[src/hdl/rdcc_pkg.sv]
// shared constants and types of the register dma copy card
`timescale 1ns / 1ps
package rdcc_pkg;

  // default number of word moves per bus cycle
  localparam int WPC_DEFAULT = 4;

  localparam logic [31:0] CARD_ID     = 32'h0B5C_0001;
  localparam logic [31:0] NONE_DRIVEN = 32'hFFFF_FFFF;

  // request function codes
  localparam logic [1:0] FUNC_READ  = 2'd0;
  localparam logic [1:0] FUNC_WRITE = 2'd1;
  localparam logic [1:0] FUNC_RUN   = 2'd2;

  // result kinds
  localparam logic [1:0] KIND_READ  = 2'd0;
  localparam logic [1:0] KIND_WRITE = 2'd1;
  localparam logic [1:0] KIND_MOVE  = 2'd2;
  localparam logic [1:0] KIND_DONE  = 2'd3;

  // register indexes (byte offset >> 2)
  localparam int REG_IDX_W = 6;
  localparam logic [REG_IDX_W-1:0] REG_ID      = 6'd0;
  localparam logic [REG_IDX_W-1:0] REG_CTRL    = 6'd1;
  localparam logic [REG_IDX_W-1:0] REG_STATUS  = 6'd2;
  localparam logic [REG_IDX_W-1:0] REG_SRC     = 6'd3;
  localparam logic [REG_IDX_W-1:0] REG_DST     = 6'd4;
  localparam logic [REG_IDX_W-1:0] REG_LEN     = 6'd5;
  localparam logic [REG_IDX_W-1:0] REG_SCRATCH = 6'd6;
  localparam logic [REG_IDX_W-1:0] REG_RUNS    = 6'd7;
  localparam logic [REG_IDX_W-1:0] REG_COPIED  = 6'd8;

  // control register bit positions
  localparam int CTRL_IRQ   = 0;
  localparam int CTRL_FIQ   = 1;
  localparam int CTRL_COPY  = 2;
  localparam int CTRL_RESET = 3;

  // operations of the shared adder
  typedef enum logic [1:0] {
    ALU_INC1 = 2'd0,
    ALU_INC4 = 2'd1,
    ALU_DEC1 = 2'd2
  } alu_op_t;

endpackage

[src/hdl/rdcc_if.sv]
// valid/ready channels for requests and results of the copy card
`timescale 1ns / 1ps
interface rdcc_in_if;
  logic        valid;
  logic        ready;
  logic [1:0]  func;
  logic [7:0]  reg_offset;
  logic [31:0] write_data;
  logic [3:0]  cycle_budget;

  modport source (output valid, func, reg_offset, write_data, cycle_budget, input ready);
  modport sink (input valid, func, reg_offset, write_data, cycle_budget, output ready);
endinterface

interface rdcc_out_if;
  logic        valid;
  logic        ready;
  logic [1:0]  kind;
  logic [31:0] read_data;
  logic [31:0] move_src;
  logic [31:0] move_dst;
  logic [3:0]  cycles_used;
  logic        irq_line;
  logic        fiq_line;
  logic        last;

  modport source (output valid, kind, read_data, move_src, move_dst, cycles_used,
                  irq_line, fiq_line, last, input ready);
  modport sink (input valid, kind, read_data, move_src, move_dst, cycles_used,
                irq_line, fiq_line, last, output ready);
endinterface

[src/hdl/rdcc_alu.sv]
// shared 32-bit increment/decrement unit with zero detect
`timescale 1ns / 1ps
module rdcc_alu
  import rdcc_pkg::*;
(
  input  alu_op_t     op,
  input  logic [31:0] a,
  output logic [31:0] sum,
  output logic        zero
);

  logic [31:0] addend;

  // pick the constant step
  always_comb begin
    case (op)
      ALU_INC1: addend = 32'd1;
      ALU_INC4: addend = 32'd4;
      ALU_DEC1: addend = 32'hFFFF_FFFF;
      default:  addend = 32'd0;
    endcase
  end

  assign sum  = a + addend;
  assign zero = (sum == 32'd0);

endmodule

[src/hdl/register_dma_copy_card_core.sv]
// Register dma copy card: register file, copy sequencer and result register.
// Register read or write: captured while idle, result registered in S_EXEC once
// the result slot is free. Run tick: S_RUNCNT, then per word S_LOOP, S_MV_EMIT,
// S_MV_DST, S_MV_LEN, S_MV_CNT (one shared adder steps source, destination,
// length and copied count in turn), then S_FINISH. One request at a time; ready
// only while idle. Reset (rst_n low, sync) clears card state and slot valid.
`timescale 1ns / 1ps
module register_dma_copy_card_core
  import rdcc_pkg::*;
#(
  parameter int WORDS_PER_CYCLE = WPC_DEFAULT
) (
  input  logic        clk,
  input  logic        rst_n,
  rdcc_in_if.sink     in_ch,
  rdcc_out_if.source  out_ch
);

  localparam int WCW = (WORDS_PER_CYCLE > 1) ? $clog2(WORDS_PER_CYCLE) : 1;

  typedef enum logic [8:0] {
    S_IDLE    = 9'b000000001,
    S_EXEC    = 9'b000000010,
    S_RUNCNT  = 9'b000000100,
    S_LOOP    = 9'b000001000,
    S_MV_EMIT = 9'b000010000,
    S_MV_DST  = 9'b000100000,
    S_MV_LEN  = 9'b001000000,
    S_MV_CNT  = 9'b010000000,
    S_FINISH  = 9'b100000000
  } state_t;

  state_t state_r, state_nxt;

  // captured request
  logic [1:0]           func_r;
  logic [REG_IDX_W-1:0] idx_r;
  logic [31:0]          data_r;
  logic [3:0]           budget_r;

  // card registers
  logic [2:0]  ctrl_r;
  logic [31:0] src_r, dst_r, len_r, scratch_r, runs_r, copied_r;
  logic        busy_r, done_r;

  // run sequencer
  logic [3:0]     bud_r, used_r;
  logic [WCW-1:0] wcnt_r;
  logic           active_r, len_zero_r;

  // result slot
  logic        out_valid_r;
  logic [1:0]  out_kind_r;
  logic [31:0] out_rd_r, out_src_r, out_dst_r;
  logic [3:0]  out_cyc_r;
  logic        out_irq_r, out_fiq_r, out_last_r;

  logic        slot_free;
  logic        emit_res;
  alu_op_t     alu_op;
  logic [31:0] alu_a, alu_sum;
  logic        alu_zero;
  logic [31:0] rd_val;
  logic [2:0]  ctrl_wr;
  logic        wr_reset, word_end;

  assign slot_free = !out_valid_r || out_ch.ready;
  assign in_ch.ready = (state_r == S_IDLE);

  // a result is loaded into the slot this cycle
  assign emit_res = slot_free &&
                    (((state_r == S_EXEC) && (func_r == FUNC_READ || func_r == FUNC_WRITE)) ||
                     (state_r == S_MV_EMIT) || (state_r == S_FINISH));

  // register read decode
  always_comb begin
    unique case (idx_r)
      REG_ID:      rd_val = CARD_ID;
      REG_CTRL:    rd_val = {29'd0, ctrl_r};
      REG_STATUS:  rd_val = {28'd0, done_r, ctrl_r[CTRL_FIQ], ctrl_r[CTRL_IRQ], busy_r};
      REG_SRC:     rd_val = src_r;
      REG_DST:     rd_val = dst_r;
      REG_LEN:     rd_val = len_r;
      REG_SCRATCH: rd_val = scratch_r;
      REG_RUNS:    rd_val = runs_r;
      REG_COPIED:  rd_val = copied_r;
      default:     rd_val = NONE_DRIVEN;
    endcase
  end

  // control value after a write to CTRL
  assign wr_reset = (idx_r == REG_CTRL) && data_r[CTRL_RESET];
  always_comb begin
    if (idx_r != REG_CTRL) begin
      ctrl_wr = ctrl_r;
    end else if (data_r[CTRL_RESET]) begin
      ctrl_wr = 3'd0;
    end else begin
      ctrl_wr = data_r[2:0];
    end
  end

  // shared adder operand select
  always_comb begin
    case (state_r)
      S_RUNCNT:  begin alu_op = ALU_INC1; alu_a = runs_r;   end
      S_MV_DST:  begin alu_op = ALU_INC4; alu_a = dst_r;    end
      S_MV_LEN:  begin alu_op = ALU_DEC1; alu_a = len_r;    end
      S_MV_CNT:  begin alu_op = ALU_INC1; alu_a = copied_r; end
      default:   begin alu_op = ALU_INC4; alu_a = src_r;    end
    endcase
  end

  rdcc_alu u_alu (
    .op   (alu_op),
    .a    (alu_a),
    .sum  (alu_sum),
    .zero (alu_zero)
  );

  assign word_end = (wcnt_r == WCW'(WORDS_PER_CYCLE - 1)) || len_zero_r;

  // sequencer next state
  always_comb begin
    state_nxt = state_r;
    unique case (state_r)
      S_IDLE: begin
        if (in_ch.valid) state_nxt = (in_ch.func == FUNC_RUN) ? S_RUNCNT : S_EXEC;
      end
      S_EXEC: begin
        if (func_r != FUNC_READ && func_r != FUNC_WRITE) state_nxt = S_IDLE;
        else if (slot_free) state_nxt = S_IDLE;
      end
      S_RUNCNT:  state_nxt = S_LOOP;
      S_LOOP:    state_nxt = (bud_r != 4'd0 && len_r != 32'd0) ? S_MV_EMIT : S_FINISH;
      S_MV_EMIT: if (slot_free) state_nxt = S_MV_DST;
      S_MV_DST:  state_nxt = S_MV_LEN;
      S_MV_LEN:  state_nxt = S_MV_CNT;
      S_MV_CNT:  state_nxt = S_LOOP;
      S_FINISH:  if (slot_free) state_nxt = S_IDLE;
      default:   state_nxt = S_IDLE;
    endcase
  end

  // state, card registers and result slot
  always_ff @(posedge clk) begin
    if (!rst_n) begin
      state_r     <= S_IDLE;
      ctrl_r      <= 3'd0;
      src_r       <= 32'd0;
      dst_r       <= 32'd0;
      len_r       <= 32'd0;
      scratch_r   <= 32'd0;
      runs_r      <= 32'd0;
      copied_r    <= 32'd0;
      busy_r      <= 1'b0;
      done_r      <= 1'b0;
      bud_r       <= 4'd0;
      used_r      <= 4'd0;
      wcnt_r      <= '0;
      active_r    <= 1'b0;
      len_zero_r  <= 1'b0;
      out_valid_r <= 1'b0;
    end else begin
      state_r <= state_nxt;
      if (emit_res) out_valid_r <= 1'b1;
      else if (out_ch.ready) out_valid_r <= 1'b0;

      unique case (state_r)
        // capture the request
        S_IDLE: begin
          if (in_ch.valid) begin
            func_r   <= in_ch.func;
            idx_r    <= in_ch.reg_offset[7:2];
            data_r   <= in_ch.write_data;
            budget_r <= in_ch.cycle_budget;
          end
        end
        // register access and its result
        S_EXEC: begin
          if (slot_free && (func_r == FUNC_READ || func_r == FUNC_WRITE)) begin
            out_src_r   <= 32'd0;
            out_dst_r   <= 32'd0;
            out_cyc_r   <= 4'd0;
            out_last_r  <= 1'b1;
            if (func_r == FUNC_READ) begin
              out_kind_r <= KIND_READ;
              out_rd_r   <= rd_val;
              out_irq_r  <= ctrl_r[CTRL_IRQ];
              out_fiq_r  <= ctrl_r[CTRL_FIQ];
            end else begin
              out_kind_r <= KIND_WRITE;
              out_rd_r   <= 32'd0;
              out_irq_r  <= ctrl_wr[CTRL_IRQ];
              out_fiq_r  <= ctrl_wr[CTRL_FIQ];
              if (wr_reset) begin
                ctrl_r    <= 3'd0;
                src_r     <= 32'd0;
                dst_r     <= 32'd0;
                len_r     <= 32'd0;
                scratch_r <= 32'd0;
                runs_r    <= 32'd0;
                copied_r  <= 32'd0;
                busy_r    <= 1'b0;
                done_r    <= 1'b0;
              end else begin
                case (idx_r)
                  REG_CTRL: begin
                    ctrl_r <= ctrl_wr;
                    if (data_r[CTRL_COPY] && len_r != 32'd0) begin
                      busy_r   <= 1'b1;
                      done_r   <= 1'b0;
                      copied_r <= 32'd0;
                    end
                  end
                  REG_SRC:     src_r     <= data_r;
                  REG_DST:     dst_r     <= data_r;
                  REG_LEN:     len_r     <= data_r;
                  REG_SCRATCH: scratch_r <= data_r;
                  default: ;
                endcase
              end
            end
          end
        end
        // count the tick and load the budget
        S_RUNCNT: begin
          runs_r   <= alu_sum;
          active_r <= busy_r && (budget_r != 4'd0);
          bud_r    <= busy_r ? budget_r : 4'd0;
          used_r   <= 4'd0;
          wcnt_r   <= '0;
        end
        S_LOOP: ;
        // emit one word move, step source
        S_MV_EMIT: begin
          if (slot_free) begin
            out_kind_r  <= KIND_MOVE;
            out_rd_r    <= 32'd0;
            out_src_r   <= src_r;
            out_dst_r   <= dst_r;
            out_cyc_r   <= 4'd0;
            out_irq_r   <= ctrl_r[CTRL_IRQ];
            out_fiq_r   <= ctrl_r[CTRL_FIQ];
            out_last_r  <= 1'b0;
            src_r       <= alu_sum;
          end
        end
        S_MV_DST: dst_r <= alu_sum;
        S_MV_LEN: begin
          len_r      <= alu_sum;
          len_zero_r <= alu_zero;
        end
        // count the word, close the bus cycle when full or out of words
        S_MV_CNT: begin
          copied_r <= alu_sum;
          if (word_end) begin
            wcnt_r <= '0;
            bud_r  <= bud_r - 4'd1;
            used_r <= used_r + 4'd1;
          end else begin
            wcnt_r <= wcnt_r + WCW'(1);
          end
        end
        // summary result and copy completion
        S_FINISH: begin
          if (slot_free) begin
            out_kind_r  <= KIND_DONE;
            out_rd_r    <= 32'd0;
            out_src_r   <= 32'd0;
            out_dst_r   <= 32'd0;
            out_cyc_r   <= used_r;
            out_irq_r   <= ctrl_r[CTRL_IRQ];
            out_fiq_r   <= ctrl_r[CTRL_FIQ];
            out_last_r  <= 1'b1;
            if (active_r && len_r == 32'd0) begin
              busy_r            <= 1'b0;
              done_r            <= 1'b1;
              ctrl_r[CTRL_COPY] <= 1'b0;
            end
          end
        end
        default: ;
      endcase
    end
  end

  // result channel
  assign out_ch.valid       = out_valid_r;
  assign out_ch.kind        = out_kind_r;
  assign out_ch.read_data   = out_rd_r;
  assign out_ch.move_src    = out_src_r;
  assign out_ch.move_dst    = out_dst_r;
  assign out_ch.cycles_used = out_cyc_r;
  assign out_ch.irq_line    = out_irq_r;
  assign out_ch.fiq_line    = out_fiq_r;
  assign out_ch.last        = out_last_r;

endmodule

[src/flat_wrapper.sv]
// flat-port wrapper written by rule: the top's interface ports become plain ports
module register_dma_copy_card_core_flat import rdcc_pkg::*;
#(
  parameter int WORDS_PER_CYCLE = WPC_DEFAULT
)
  (clk, rst_n, in_ch_valid, in_ch_func, in_ch_reg_offset, in_ch_write_data, in_ch_cycle_budget, in_ch_ready, out_ch_valid, out_ch_kind, out_ch_read_data, out_ch_move_src, out_ch_move_dst, out_ch_cycles_used, out_ch_irq_line, out_ch_fiq_line, out_ch_last, out_ch_ready);
  rdcc_in_if in_ch_i ();
  rdcc_out_if out_ch_i ();
  input  logic clk;
  input  logic rst_n;
  input wire logic [$bits(in_ch_i.valid)-1:0] in_ch_valid;
  input wire logic [$bits(in_ch_i.func)-1:0] in_ch_func;
  input wire logic [$bits(in_ch_i.reg_offset)-1:0] in_ch_reg_offset;
  input wire logic [$bits(in_ch_i.write_data)-1:0] in_ch_write_data;
  input wire logic [$bits(in_ch_i.cycle_budget)-1:0] in_ch_cycle_budget;
  output wire logic [$bits(in_ch_i.ready)-1:0] in_ch_ready;
  output wire logic [$bits(out_ch_i.valid)-1:0] out_ch_valid;
  output wire logic [$bits(out_ch_i.kind)-1:0] out_ch_kind;
  output wire logic [$bits(out_ch_i.read_data)-1:0] out_ch_read_data;
  output wire logic [$bits(out_ch_i.move_src)-1:0] out_ch_move_src;
  output wire logic [$bits(out_ch_i.move_dst)-1:0] out_ch_move_dst;
  output wire logic [$bits(out_ch_i.cycles_used)-1:0] out_ch_cycles_used;
  output wire logic [$bits(out_ch_i.irq_line)-1:0] out_ch_irq_line;
  output wire logic [$bits(out_ch_i.fiq_line)-1:0] out_ch_fiq_line;
  output wire logic [$bits(out_ch_i.last)-1:0] out_ch_last;
  input wire logic [$bits(out_ch_i.ready)-1:0] out_ch_ready;
  assign in_ch_i.valid = in_ch_valid;
  assign in_ch_i.func = in_ch_func;
  assign in_ch_i.reg_offset = in_ch_reg_offset;
  assign in_ch_i.write_data = in_ch_write_data;
  assign in_ch_i.cycle_budget = in_ch_cycle_budget;
  assign in_ch_ready = in_ch_i.ready;
  assign out_ch_valid = out_ch_i.valid;
  assign out_ch_kind = out_ch_i.kind;
  assign out_ch_read_data = out_ch_i.read_data;
  assign out_ch_move_src = out_ch_i.move_src;
  assign out_ch_move_dst = out_ch_i.move_dst;
  assign out_ch_cycles_used = out_ch_i.cycles_used;
  assign out_ch_irq_line = out_ch_i.irq_line;
  assign out_ch_fiq_line = out_ch_i.fiq_line;
  assign out_ch_last = out_ch_i.last;
  assign out_ch_i.ready = out_ch_ready;
  register_dma_copy_card_core #(.WORDS_PER_CYCLE(WORDS_PER_CYCLE)) u_core (.clk(clk), .rst_n(rst_n), .in_ch(in_ch_i), .out_ch(out_ch_i));
endmodule
[config.mk]
export PLATFORM = sky130hd
export DESIGN_NAME = register_dma_copy_card_core_flat
export DESIGN_NICKNAME = d
export VERILOG_FILES = /design/src/hdl/rdcc_pkg.sv /design/src/hdl/rdcc_if.sv /design/src/hdl/rdcc_alu.sv /design/src/hdl/register_dma_copy_card_core.sv /design/src/flat_wrapper.sv
export SDC_FILE = /design/constraint.sdc
export NUM_CORES = 1
export LEC_CHECK = 0
export ABC_AREA = 1
export BUFFER_PORTS_ARGS = -buffer_cell sky130_fd_sc_hd__buf_2
export CORE_MARGIN = 2
export CORE_UTILIZATION = 45
export DETAILED_ROUTE_END_ITERATION = 6
export PLACE_DENSITY_LB_ADDON = 0.05
export REMOVE_ABC_BUFFERS = 1
export SYNTH_ARGS = -nofsm -noshare
export SYNTH_HDL_FRONTEND = slang
export SYNTH_SLANG_ARGS = --single-unit
[constraint.sdc]
create_clock -name clk -period 16 [get_ports clk]
set_input_delay 0 -clock clk [delete_from_list [all_inputs] [get_ports clk]]
set_output_delay 0 -clock clk [all_outputs]
set_load 0.1 [all_outputs]
## Yosys cells after proc, flatten, opt, wreduce, memory -nomap -nowiden

Index checks and enable logic that the tools add are counted.

| cells by class | value |
|---|---|
| divide/modulo/power cells | 0 |
| $mul | 0 |
| reduce and logical (&&, ||, !) cells | 52 |
| bitwise operators | 1 |
| mux-type cells | 101 |
| shift operators | 0 |
| $add $sub $neg | 4 |
| eq/ne operators | 39 |
| $lt $le $gt $ge | 0 |

Operators by type and width:

| cell | count |
|---|---|
| $mux W32 | 29 |
| $pmux W32 S2 | 6 |
| $pmux W32 S3 | 3 |
| $pmux W32 S9 | 1 |
| $pmux W32 S4 | 1 |
| $pmux W9 S8 | 1 |
| $logic_not A32 Y1 | 2 |
| $mux W9 | 5 |
| $add A32 B32 Y32 | 1 |
| $reduce_bool A32 Y1 | 1 |
| $mux W1 | 26 |
| $eq A6 B3 Y1 const B | 4 |
| $mux W4 | 6 |
| $reduce_and A4 Y1 | 6 |
| $reduce_bool A2 Y1 | 12 |
| $mux W3 | 7 |
| $ne A3 B2 Y1 const B | 6 |
| $pmux W4 S2 | 2 |
| $reduce_and A5 Y1 | 3 |
| $reduce_and A7 Y1 | 2 |
| $eq A6 B2 Y1 const B | 2 |
| $ne A2 B1 Y1 const B | 6 |
| $pmux W4 S3 | 1 |
| $pmux W1 S2 | 5 |
| 33 further kinds | 59 |

| word-level totals | value |
|---|---|
| bits in latches | 0 |
| ROM bits | 0 |
| output and inout bits | 107 |
| word-level logic and storage cells | 226 |
| memory bits (writable) | 0 |
| memories | 0 |
| flip-flop bits (word level) | 368 |

## Logic depth before layout (Yosys ltp)

| depth | value |
|---|---|
| depth after elaboration | 8 |
| depth in mapped cells | 27 |
| gate-level depth less buffers | 26 |

## Hierarchy

From an unflattened synthesis, not the netlist that was laid out.

| second synthesis, totals | value |
|---|---|
| cells, all modules | 2,892 |
| area total of the unflattened synthesis | 20,020.5 um^2 |

Modules (own cells, without submodules):

| module | cells an instance | times used | area each (um^2) |
|---|---|---|---|
| register_dma_copy_card_core | 2,236 | 1 | 17,093.9 |
| rdcc_alu | 656 | 1 | 2,926.6 |

## Least setup slack after synthesis

OpenSTA, ideal clock, no wires.

| timing path | value |
|---|---|
| path type | flip-flop to flip-flop |
| start | register u_core.out_valid_r (netlist: u_core.out_ch.valid) |
| end | register u_core.out_cyc_r[0] (netlist: u_core.out_ch.cycles_used[0]) (enable) |
| setup slack | 2.910 ns |
| buffers on the path | 0 |
| cell stages (with the launch flop) | 6 |
| clock period less this slack | 13.090 ns |
| arrival | 12.212 ns |
| required time | 15.122 ns |
| cells stage by stage | dfxtp_1 inv_1 nor2_1 nor2_1 nor2_1 a2111oi_0 |

| on the way | value |
|---|---|
| longest elaborated chain between the ends | 5 |
| elaborated cells between the ends (all ways) | 7 |
| those cells by class | 3 x eq/ne; 4 x reduce/logical |

RTL lines:

| element | RTL line | text |
|---|---|---|
| start: declaration | register_dma_copy_card_core.sv:52 | `logic out_valid_r;` |
| start signal: assignment | register_dma_copy_card_core.sv:163 | `out_valid_r <= 1'b0;` |
| start signal: assignment | register_dma_copy_card_core.sv:166 | `if (emit_res) out_valid_r <= 1'b1;` |
| start signal: assignment | register_dma_copy_card_core.sv:167 | `else if (out_ch.ready) out_valid_r <= 1'b0;` |
| $logic_not A1 Y1 * | register_dma_copy_card_core.sv:67 | `assign slot_free = !out_valid_r \|\| out_ch.ready;` |
| $logic_or A1 B1 Y1 * | register_dma_copy_card_core.sv:67 |  |
| $logic_and A1 B1 Y1 | register_dma_copy_card_core.sv:181 | `if (slot_free && (func_r == FUNC_READ \|\| func_r == FUNC_WRITE)) begin` |
| $ne A2 B2 Y1 (no source line) | -- |  |
| $reduce_and A5 Y1 (no source line) * | -- |  |
| end signal: assignment | register_dma_copy_card_core.sv:272 | `out_cyc_r <= used_r;` |
| end: declaration | register_dma_copy_card_core.sv:55 | `logic [3:0] out_cyc_r;` |

Mark *: on every way between the ends. The rest lies on a longest branch, timed or not.
A chain may end at the register's enable or synchronous reset.

## Worst setup path in the final report

| timing path | value |
|---|---|
| start | register u_core.state_r[1] |
| end | register u_core.len_zero_r |

| on the way | value |
|---|---|
| longest elaborated chain between the ends | 7 |
| elaborated cells between the ends (all ways) | 13 |
| those cells by class | 1 x add/sub; 6 x eq/ne; 3 x mux; 3 x reduce/logical |

RTL lines:

| element | RTL line | text |
|---|---|---|
| start: declaration | register_dma_copy_card_core.sv:33 | `state_t state_r, state_nxt;` |
| start signal: assignment | register_dma_copy_card_core.sv:165 | `state_r <= state_nxt;` |
| $eq A9 B3 Y1 or $eq A9 B8 Y1 (tied branches) | register_dma_copy_card_core.sv:105 | `case (state_r)` |
| $reduce_or A2 Y1 (no source line) | -- |  |
| $pmux W2 S2 | register_dma_copy_card_core.sv:105 |  |
| $eq A2 B2 Y1, or another cell as far along | rdcc_alu.sv:16 | `case (op)` |
| $pmux W32 S3 | rdcc_alu.sv:16 |  |
| $add A32 B32 Y32 | rdcc_alu.sv:24 | `assign sum = a + addend;` |
| $logic_not A32 Y1 | rdcc_alu.sv:25 | `assign zero = (sum == 32'd0);` |
| end signal: assignment | register_dma_copy_card_core.sv:252 | `len_zero_r <= alu_zero;` |
| end: declaration | register_dma_copy_card_core.sv:49 | `logic active_r, len_zero_r;` |

Several ways; a longest one is shown, not always the timed one.

==> run summary <==
period utilization: 0.345
GPL Wtd Cong: 0.963
Worst VDD drop: 0.0000984 V
CTS tree: yes
# DRC: 0
Post-layout nets: 2743
hold slack final: 0.121 ns
Core Footprint: 41900 um^2
cell with the most instances after synthesis: nand2_1
warnings from Yosys: 0
Most Frequent Cell on Critical Path: nand2_1
total gr overflow: 0
setup repair after global routing missed its margin: false
Lkg Pwr: 9.02 nW
critical path class: flop to flop
vias per cell: 5.84
EDFF count, synth: 149
Synth Area in XOR/XNOR: 0.00229
CP max-delay cell: nor2_4
fillers: 4083
crit path cell chain: nor2_1 -> nand2_2 -> inv_2 -> nand3_1 -> nand2_1 -> nor2_4 -> inv_1 -> buf_4 -> o21ai_0 -> inv_1 -> ha_1 -> nand2_1 -> nand2_1 -> nand3_1 -> nand2_1 -> a21oi_1 -> nand2_1 -> a21oi_1 -> inv_1 -> nand2_1 -> nand2_1 -> nor2_1 -> nand4_1 -> a21oi_1
hpwl dp: 48.9 mm
Max Slew Vio Count: 0
Final Power: 0.00237 W
Worst-path clk slew: 0.06 ns
overall routing resource usage: 0.340
wire length of the first global-routing pass: 112 mm
port bufs: 154
min-delay worst type: input port to flop
data required time of the worst path: 16.51 ns
Yosys top cell area share: 0.234
final count of hold timing violations: 0
Clk Latency, worst-skew pair: 0.59 ns
Fmax: 181 MHz
Critical Path End Type: flop
share of cells above drive strength 1: 0.117
ranking of synthesized cells by area: edfxtp_1, dfxtp_1, nand2_1
ys async rst share: 0
drt initial violations: 1909
Setup violations, final: 0
register-to-register setup slack: 10.49 ns
IO Count: 157
crit path launch type: flop
ys flop type: dfxtp_1
row count: 75
depth of the worst hold-timing path: 2
Area Growth Syn to Fin: 16.4%
cell taking the most area after synthesis: edfxtp_1
Simple-Gate Fraction of Synth Area: 0.206
post-route ant nets: 0
Placement Cell Area: 20500 um^2
Fin Clk Skew: 0.0265 ns
number of gates resized after CTS: 0
CTS max path bufs: 3
relative slew slack: 0.159
CTS Sinks: 368
Netlist cell types: 56
clock period minus worst slack: 5.51 ns
final core occ: 0.532
Die Height: 210 um
Post-synth top cells: nand2_1, inv_1, a21oi_1
mux contribution to synthesized area: 0.00118
status: finished, final reports clean
via count: 18864
antenna violations before repair: 0
syn_area_per_cell: 7.67 um^2
area fraction in compound gates after synthesis: 0.211
vias in the first global route: 18017
Final Instance Area: 22300 um^2
setup total negative slack: 0 ns
maxcap violations: 0
drt wl/cell: 23.5 um
R2R cell count: 24
worst path arrival time: 6.02 ns
total CTS buffers: 41
cell area power density: 106 nW/um^2
H-tree depth: 2
Slew @ Worst Pin: 1.26 ns
Die Span X: 210 um
largest net degree at the start of global routing: 79
wirelength, routed: 75.8 mm
combinational family with the most area after synthesis: compound AO/OA/AOI/OAI gates
adder-cell share of the synthesized area: 0.0232
#FFs+latches synth: 368
Synth Cell Area: 19200 um^2
CP Max Fanout: 23
register area share after synthesis: 0.462
DR pass1 iterations: 6
post-synthesis cell count: 2497
Initial Util: 0.457
Crit path largest cell delay: 0.77 ns
Root Buffer: clkbuf_16
full die area: 44200 um^2
## final cells by class
| class | instances | area, um^2 | share of cell area |
|---|---|---|---|
| clock buffers | 63 | 1210 | 0.0542 |
| flip-flops and latches | 368 | 8860 | 0.397 |
| well taps | 539 | 674 | 0.0302 |
| inverters | 346 | 1300 | 0.0584 |
| diodes | 1 | 2.50 | 0.000112 |
| repair buffers | 238 | 1520 | 0.0681 |
| clock inverters | 12 | 138 | 0.00617 |
| multi-input cells | 1663 | 8600 | 0.386 |
## worst max-delay path: cells and delay by family, from the launching register on
family,cells,cell delay [ns]
AND/OR/NAND/NOR,14,2.65
AO/OA/AOI/OAI,4,1.21
buffers and inverters,5,0.73
flip-flops,1,0.44
adder cells (fa/ha/maj),1,0.38
## per-stage QoR
stage / std cells / setup slack (ns)
2_1_floorplan: 2377 / 2.23
3_3_place_gp: 3107 / 10.70
3_5_place_dp: 3107 / 10.63
4_1_cts: 3229 / 10.60
5_1_grt: 3229 / 10.21
6_report: 3230 / 10.49
## metal layers
metal | vias up | wire length (um) | global-route usage
met3 | 185 | 6820 | 0.0660
met4 | 0 | 2840 | 0.129
met1 | 8941 | 32400 | 0.464
li1 | 8789 | - | -
met5 | - | 0 | 0
met2 | 949 | 33700 | 0.536
## power by group
part / internal [W] / switching [W] / leakage, nW
Clock: 0.000568 / 0.000400 / 0.661
Sequential: 0.00102 / 0.0000251 / 3.20
Combinational: 0.0000834 / 0.000273 / 5.16
## final timing paths
kind,startpoint,end
max,u_core.state_r[1],u_core.len_zero_r
min,in_ch_reg_offset[5],u_core.idx_r[3]
max reg2reg,u_core.state_r[1],u_core.len_zero_r
min reg2reg,u_core.scratch_r[13],u_core.scratch_r[13]
## logic make-up (layout without fill, tap and decap cells)
| kind of cell | Yosys count | in the layout |
|---|---|---|
| simple gates | 971 | 971 |
| compound gates | 650 | 650 |
| buf+inv | 466 | 659 |
| flops | 368 | 368 |
| fa+ha+maj | 35 | 35 |
| xor+xnor | 5 | 5 |
| mux | 2 | 2 |
| other cells | 0 | 1 |
## state kept, by name, indices dropped and copies added (netlist names), 3 cells and up
name,flops
u_core.copied_r,32
u_core.data_r,32
u_core.dst_r,32
u_core.len_r,32
u_core.out_ch.move_dst,32
u_core.out_ch.move_src,32
u_core.out_ch.read_data,32
u_core.runs_r,32
u_core.scratch_r,32
u_core.src_r,32
u_core.state_r,9
u_core.idx_r,6
u_core.bud_r,4
u_core.budget_r,4
u_core.out_ch.cycles_used,4
u_core.used_r,4
u_core.ctrl_r,3
## layout by cell type, fill, tap and decap left out, types with 10 or more instances in the layout
master         Yosys  routed
a211oi_1          11      11
a211oi_2          14      14
a21oi_1          261     261
a221oi_1          82      82
a31oi_1           21      21
buf_2             14     154
buf_4              5      37
clkbuf_1          90      12
clkbuf_16          0      41
clkbuf_8           0      10
dfxtp_1          219     219
dlygate4sd3_1      0      47
edfxtp_1         149     149
ha_1              34      34
inv_1            333     329
inv_2              9      10
nand2_1          611     609
nand3_1           69      69
nand4_1           22      22
nor2_1           220     215
nor3_1            14      14
o21ai_0          146     146
o21ai_1           10      10
o221ai_1          11      10
o22ai_1           40      40
## repair_timing
item | 4_1_cts | 5_1_grt
hold endpoints to repair | 60 | 0
hold buffers | 47 | 0
setup buffers | 0 | 0
No activity file was read; power rests on OpenSTA's default activity.
